`src/design/pds_pkg.sv`:
```
// shared types and constants for the phase duration statistics core
`default_nettype none
package pds_pkg;
  localparam int unsigned PhaseCount = 64;
  localparam int unsigned PhaseBits  = 6;
  localparam int unsigned TimeBits   = 48;

  typedef enum logic [2:0] {
    REQ_START  = 3'd0,
    REQ_STOP   = 3'd1,
    REQ_SAMPLE = 3'd2,
    REQ_TOKENS = 3'd3,
    REQ_STEP   = 3'd4,
    REQ_QUERY  = 3'd5,
    REQ_CLEAR  = 3'd6,
    REQ_NONE   = 3'd7
  } req_e;

  // the last code only marks the reset sweep inside the core, never a beat
  typedef enum logic [2:0] {
    ST_OK       = 3'd0,
    ST_DISABLED = 3'd1,
    ST_RUNNING  = 3'd2,
    ST_IDLE     = 3'd3,
    ST_NEGATIVE = 3'd4,
    ST_SWEEP    = 3'd7
  } status_e;

  typedef enum logic [2:0] {
    S_IDLE, S_READ, S_DIV, S_OUT, S_CLEAR
  } fsm_e;

  typedef struct packed {
    logic [2:0]          req_type;
    logic [PhaseBits-1:0] phase;
    logic [47:0]         now;
    logic signed [47:0]  sample_ticks;
    logic [31:0]         token_count;
  } req_t;

  typedef struct packed {
    logic [2:0]  status;
    logic [47:0] measured_ticks;
    logic        is_running;
    logic [31:0] call_count;
    logic [63:0] total_ticks;
    logic [47:0] min_ticks;
    logic [47:0] max_ticks;
    logic [63:0] average_ticks;
    logic [31:0] processed_steps;
    logic [63:0] processed_tokens;
  } rsp_t;

  // one phase entry of the statistics memory
  typedef struct packed {
    logic [31:0] cnt;
    logic [63:0] tot;
    logic [47:0] mn;
    logic [47:0] mx;
  } stat_t;

  typedef struct packed {
    logic        start;
    logic [63:0] dividend;
    logic [31:0] divisor;
  } div_req_t;
endpackage
`default_nettype wire

```
`src/design/pds_div.sv`:
```
// 64 by 32 bit restoring divider, one quotient bit per cycle
`default_nettype none
module pds_div (
  input  wire logic             clk_i,
  input  wire logic             rst_ni,
  input  wire pds_pkg::div_req_t req_i,
  output logic                  busy_o,
  output logic [63:0]           quot_o
);
  logic [63:0] quot_q, quot_d;
  logic [32:0] rem_q, rem_d;
  logic [31:0] dvs_q, dvs_d;
  logic [6:0]  cnt_q, cnt_d;
  logic [32:0] trial;

  // load on start, else shift in the next dividend bit and try a subtract
  always_comb begin
    quot_d = quot_q;
    rem_d  = rem_q;
    dvs_d  = dvs_q;
    cnt_d  = cnt_q;
    trial  = {rem_q[31:0], quot_q[63]};
    if (req_i.start) begin
      quot_d = req_i.dividend;
      rem_d  = '0;
      dvs_d  = req_i.divisor;
      cnt_d  = 7'd64;
    end else if (cnt_q != 7'd0) begin
      cnt_d = cnt_q - 7'd1;
      if (trial >= {1'b0, dvs_q}) begin
        rem_d  = trial - {1'b0, dvs_q};
        quot_d = {quot_q[62:0], 1'b1};
      end else begin
        rem_d  = trial;
        quot_d = {quot_q[62:0], 1'b0};
      end
    end
  end

  always_ff @(posedge clk_i or negedge rst_ni) begin
    if (!rst_ni) begin
      cnt_q <= '0;
    end else begin
      cnt_q <= cnt_d;
    end
  end

  always_ff @(posedge clk_i) begin
    quot_q <= quot_d;
    rem_q  <= rem_d;
    dvs_q  <= dvs_d;
  end

  assign busy_o = (cnt_q != 7'd0);
  assign quot_o = quot_q;
endmodule
`default_nettype wire

```
`config.mk`:
```
export PLATFORM = sky130hd
export DESIGN_NAME = pds_div
export DESIGN_NICKNAME = d
export VERILOG_FILES = /design/src/design/pds_pkg.sv /design/src/design/pds_div.sv
export SDC_FILE = /design/constraint.sdc
export NUM_CORES = 1
export LEC_CHECK = 0
export BUFFER_PORTS_ARGS = -buffer_cell sky130_fd_sc_hd__buf_2
export CAP_MARGIN = 20
export CELL_PAD_IN_SITES_DETAIL_PLACEMENT = 1
export CELL_PAD_IN_SITES_GLOBAL_PLACEMENT = 1
export CORE_ASPECT_RATIO = 1.75
export CORE_MARGIN = 2
export CORE_UTILIZATION = 35
export DETAILED_ROUTE_END_ITERATION = 7
export HOLD_SLACK_MARGIN = 0.03
export PLACE_DENSITY = 0.83
export SKIP_LAST_GASP = 1
export SLEW_MARGIN = 10
export SYNTH_ARGS = -nofsm -noshare
export SYNTH_HDL_FRONTEND = slang
export SYNTH_SLANG_ARGS = --single-unit
```
`constraint.sdc`:
```
create_clock -name clk_i -period 2.59 [get_ports clk_i]
set_input_delay 0.3885 -clock clk_i [delete_from_list [all_inputs] [get_ports clk_i]]
set_output_delay 0.3885 -clock clk_i [all_outputs]
set_load 0.02 [all_outputs]
```
# Yosys cells after proc, flatten, opt, wreduce, memory -nomap -nowiden
# Index checks and enable logic that the tools add are counted.
word_totals:
  out_inout_bits: 65
  elab_cells: 15
  register_bits: 135
  in_bits: 99
classes:
  muxes: 6
  n_addsub: 2
  n_reduce_logical: 2
  magnitude_cmp: 1
ops:
  columns: ["operator", "n"]
  rows:
  - ["64-bit 2-to-1 mux", 2]
  - ["33-bit by 32-bit greater-or-equal comparator with 1-bit output", 1]
  - ["32-bit 2-to-1 mux", 1]
  - ["32-bit subtractor", 1]
  - ["7-bit 2-to-1 mux", 2]
  - ["7-bit nonzero test", 1]
  - ["7-bit by 1-bit subtractor with 7-bit output (second input constant)", 1]
  - ["2-bit nonzero test", 1]
  - ["1-bit 2-to-1 mux", 1]

# Logic depth before layout (Yosys ltp)
logic_depth:
  word_depth: 4
  ltp_mapped: 13
  depth_no_buf: 12

# Worst setup path after synthesis
# OpenSTA, ideal clock, no wires.
synth_timing:
  path_kind: "register to register"
  start: "register quot_q[63] (netlist: quot_o[63])"
  end: "register rem_q[28]"
  slack_ps: -319
  t_arrival_ps: 2823
  t_required_ps: 2504
  stages_incl_launch_ff: 13
  setup_ps: 86
  synth_period_minus_slack_ps: 2909
  n_path_buf: 0
  cell_sequence: "edfxtp_1 inv_1 ha_1 inv_1 fa_1 a21oi_1 o221ai_1 a21boi_0 o211ai_1 a221oi_1 xnor2_1 nand2_1 a211oi_1"
synth_between:
  elab_chain_len: 2
synth_rtl:
  columns: ["element", "line_no", "text"]
  rows:
  - ["start, declared", "pds_div.sv:10", "logic [63:0] quot_q, quot_d;"]
  - ["start signal, assigned", "pds_div.sv:49", "quot_q <= quot_d;"]
  - ["32-bit subtractor or 33-bit by 32-bit greater-or-equal comparator with 1-bit output (tied branches)", "pds_div.sv:31, pds_div.sv:30", null]
  - ["32-bit 2-to-1 mux (*)", "pds_div.sv:30", "if (trial >= {1'b0, dvs_q}) begin"]
  - ["end signal, assigned", "pds_div.sv:50", "rem_q <= rem_d;"]
  - ["end, declared", "pds_div.sv:11", "logic [32:0] rem_q, rem_d;"]
# Mark *: on every way between the ends. The rest lies on a longest branch, timed or not.
# A chain may end at the register's enable or synchronous reset.

# Worst setup path in the final report
layout_timing:
  start: "register quot_q[63] (netlist: quot_o[63])"
  end: "register rem_q[26]"
# Same word-level chain as after synthesis.

==> flow_metrics.env <==
export IMPL_switchingPower_uw=4020
export IMPL_rsz0062_at_grt="true"
export IMPL_clock_fmax_mhz=369
export IMPL_reg2reg_depth=12
export IMPL_irDropWorstVdd_mv=0.561
export IMPL_p_leak_uw=0.00434
export IMPL_synth_enable_flop_cells=96
export IMPL_crit_cells=12
export IMPL_yosysTopAreaCell="edfxtp_1"
export IMPL_finClkSkew_ns=0.00916
export IMPL_cts_inserted_buffers=17
export IMPL_synth_area_um2=7370
export IMPL_cts_root_buf="clkbuf_16"
export IMPL_final_util=0.492
export IMPL_critPathLaunchType="register"
export IMPL_drt_wl_total_mm=25.3
export IMPL_p_clk_frac=0.241
export IMPL_period_minus_slack_ns=2.71
export IMPL_yosys_warnings=0
export IMPL_final_nets=1041
export IMPL_cp_cell_sequence="inv_1 -> ha_2 -> inv_2 -> fa_2 -> a21oi_4 -> o221ai_4 -> a21oi_2 -> o31a_1 -> o21ai_2 -> a311oi_2 -> xnor2_1 -> a21o_1"
export IMPL_ys_flop_type="edfxtp_1"
export IMPL_clk_pin_slew_ns=0.06
export IMPL_power_frac_comb=0.448
export IMPL_synthCells=681
export IMPL_grt_pass1_wl_mm=36.9
export IMPL_grt_overflow=0
export IMPL_regToRegEndpoint="rem_q[26]$_SDFFE_PP0P_"
export IMPL_syn_area_per_cell_um2=10.8
export IMPL_dpl_hpwl_mm=17.0
export IMPL_drv_cap=0
export IMPL_grt_max_degree=65
export IMPL_place_gp_congestion=0.877
export IMPL_die_w_um=114
export IMPL_die_area_um2=22300
export IMPL_synth_most_common_cell="edfxtp_1"
export IMPL_drtAntennaViolNets=0
export IMPL_yosysTopAreaCellShare=0.391
export IMPL_reg2reg_from="quot_o[63]$_DFFE_PP_"
export IMPL_antenna_found_initial=0
export IMPL_finalHoldViolations=0
export IMPL_p_sw_frac=0.385
export IMPL_worstPathArrival_ns=3.05
export IMPL_dp_slack_ns=-0.282
export IMPL_failed_checks="negative setup slack"
export IMPL_rows=70
export IMPL_antenna_cells=0
export IMPL_dr_pass1_iters=4
export IMPL_pin_count=164
export IMPL_async_flop_share=0.0519
export IMPL_slowest_delay_ns=0.39
export IMPL_htreeDepth=4
export IMPL_port_buffer_count=163
export IMPL_grt_use_total=0.214
export IMPL_synth_distinct_cells=59
export IMPL_vias=6512
export IMPL_clock_sinks=135
export IMPL_critPathCaptureType="register"
export IMPL_crit_type="reg -> reg"
export IMPL_worstHoldPathType="in -> reg"
export IMPL_fin_crit_sh=1.05
export IMPL_wl_per_cell_um=21.6
export IMPL_area_growth_pct=38.4
export IMPL_slew_violations=0
export IMPL_tightest_slew_ns=0.512
export IMPL_whs_ns=0.124
export IMPL_synthTopCellsByArea="edfxtp_1 (39%), mux2_2 (9.8%), dfxtp_1 (8.7%), ha_1 (5.6%), nand2_1 (3.4%)"
export IMPL_clockBufferDepth=2
export IMPL_fp_coreArea_um2=20800
export IMPL_powerDensity_nw_per_um2=1020
export IMPL_drive_gt1_frac=0.464
export IMPL_die_h_um=196
export IMPL_cp_max_fo=3
export IMPL_drt_initial_drc_count=341
export IMPL_ys_seq_area_frac=0.502
export IMPL_cp_num_buf_inv=2
export IMPL_cts_tree="done"
export IMPL_worstSetupEndpoint="rem_q[26]$_SDFFE_PP0P_"
export IMPL_p_total_uw=10400
export IMPL_r2r_slack_ns=-0.12
export IMPL_vias_per_cell=5.55
export IMPL_intPower_uw=6410
export IMPL_critPathTopFamily="compound AO/OA/AOI/OAI gates"
export IMPL_yosys_register_bits=135
export IMPL_drc=0
export IMPL_worstSetupStartpoint="quot_o[63]$_DFFE_PP_"
export IMPL_start_util=0.355
export IMPL_slew_headroom=0.659
export IMPL_setup_ws_ns=-0.123
export IMPL_clk_insertion_delay_late_ns=0.44
export IMPL_syn_nets=814
export IMPL_setup_violations=15
export IMPL_cpMaxStageDelayCell="edfxtp_1"
export IMPL_grt_pass1_vias=7082
export IMPL_outcome="complete, but fails checks"
export IMPL_crit_required_ns=2.92
export IMPL_synthTopCellsByCount="edfxtp_1 (96), nand2_1 (66), mux2_2 (64), nor2_1 (49), a21oi_1 (46)"
export IMPL_power_frac_seq=0.311
==> logic make-up (layout without fill, tap and decap cells) <==
| group | Yosys count | in the layout | share of synthesized area |
|---|---|---|---|
| xor+xnor | 31 | 31 | 0.0368 |
| simple gates | 182 | 183 | 0.117 |
| fa+ha+maj | 34 | 34 | 0.0587 |
| compound gates | 156 | 156 | 0.145 |
| flops | 135 | 135 | 0.502 |
| mux | 64 | 64 | 0.0977 |
| buf+inv | 79 | 318 | 0.0434 |
==> metrics by stage <==
step	instances	TNS (ns)	instance area, um^2
6_report	1173	-0.796	10200
5_1_grt	1173	-3.60	10200
2_1_floorplan	681	-0.00485	7390
3_5_place_dp	1120	-6.96	8890
4_1_cts	1157	-0.0766	9630
3_3_place_gp	1120	-5.55	8890
==> worst register-to-register path, delay by kind of cell, from the launching register on <==
family | cells | cell delay [ns]
AO/OA/AOI/OAI | 7 | 1.43
XOR/XNOR | 1 | 0.12
adder cells (fa/ha/maj) | 2 | 0.54
buffers and inverters | 2 | 0.12
flip-flops | 1 | 0.39
==> worst min path at each step <==
stage              from                   end  slack (ns)  depth (start not counted)
6_report       req_i[3]    dvs_q[3]$_DFFE_PP_        0.12                          1
5_1_grt        req_i[1]    dvs_q[1]$_DFFE_PP_        0.11                          1
4_1_cts        req_i[2]    dvs_q[2]$_DFFE_PP_        0.11                          1
3_5_place_dp     rst_ni  cnt_q[1]$_DFFE_PN0P_        0.24                          1
3_3_place_gp     rst_ni  cnt_q[1]$_DFFE_PN0P_        0.23                          1
2_1_floorplan    rst_ni  cnt_q[0]$_DFFE_PN0P_        0.09                          0
==> state kept, by name (all words and copies together), names as in the netlist <==
signal  flops
quot_o     64
dvs_q      32
rem_q      32
cnt_q       7
==> layer usage <==
layer | up-vias | global-route usage | wire (um)
li1 | 2961 | - | -
met2 | 251 | 0.409 | 14000
met1 | 3205 | 0.198 | 8460
met5 | - | 0 | 0
met4 | 0 | 0.130 | 1560
met3 | 95 | 0.0538 | 1300
==> timing repair <==
item                                    CTS  global route
gates resized for setup                  23            90
hold endpoints to repair                  7             0
endpoints found under the setup margin   34            34
setup buffers                             3            12
hold buffers                              1             0
pin swaps                                11            30
gates cloned                              1             4
==> power by group through the flow <==
stage / combinational, uW / clock (uW) / sequential (uW)
3_3_place_gp: 3720 / 0 / 3210
3_5_place_dp: 3820 / 0 / 3230
4_1_cts: 3990 / 2560 / 3210
2_1_floorplan: 2180 / 0 / 3410
5_1_grt: 5000 / 2640 / 3310
6_report: 4670 / 2510 / 3250
==> cell usage in the layout (no fill, tap or decap), types with 5 or more instances in the layout <==
cell | Yosys | layout
nor3_1 | 7 | 5
inv_1 | 43 | 40
xor2_1 | 9 | 9
buf_4 | 0 | 65
nand2_4 | 0 | 5
a311oi_1 | 20 | 9
a311oi_2 | 1 | 12
nand4_1 | 9 | 9
clkbuf_16 | 0 | 19
buf_2 | 6 | 162
a211oi_2 | 2 | 7
a21o_1 | 12 | 12
a21oi_2 | 0 | 10
ha_4 | 0 | 8
dfrtp_1 | 7 | 7
o21ai_0 | 20 | 15
a211oi_1 | 11 | 6
mux2_2 | 64 | 64
a21oi_1 | 46 | 31
o21a_1 | 5 | 5
nor2_1 | 49 | 47
dfxtp_1 | 32 | 31
edfxtp_1 | 96 | 96
nand3_1 | 11 | 8
nand2_1 | 66 | 59
nand2b_1 | 6 | 6
xnor2_1 | 22 | 21
buf_12 | 0 | 7
a21oi_4 | 0 | 5
nand3b_1 | 9 | 9
o21bai_1 | 8 | 7
ha_1 | 33 | 21
==> area by class of cell <==
| cell class | count | area, um^2 |
|---|---|---|
| multi-input combinational | 468 | 3860 |
| clock inverter | 14 | 174 |
| clock buffer | 18 | 429 |
| sequential | 135 | 3700 |
| timing repair inverter | 1 | 8.76 |
| timing repair buffer | 240 | 1530 |
| tap | 252 | 315 |
| fill | 2228 | 10600 |
| inverter | 45 | 181 |
(Power assumes the default switching activity.)
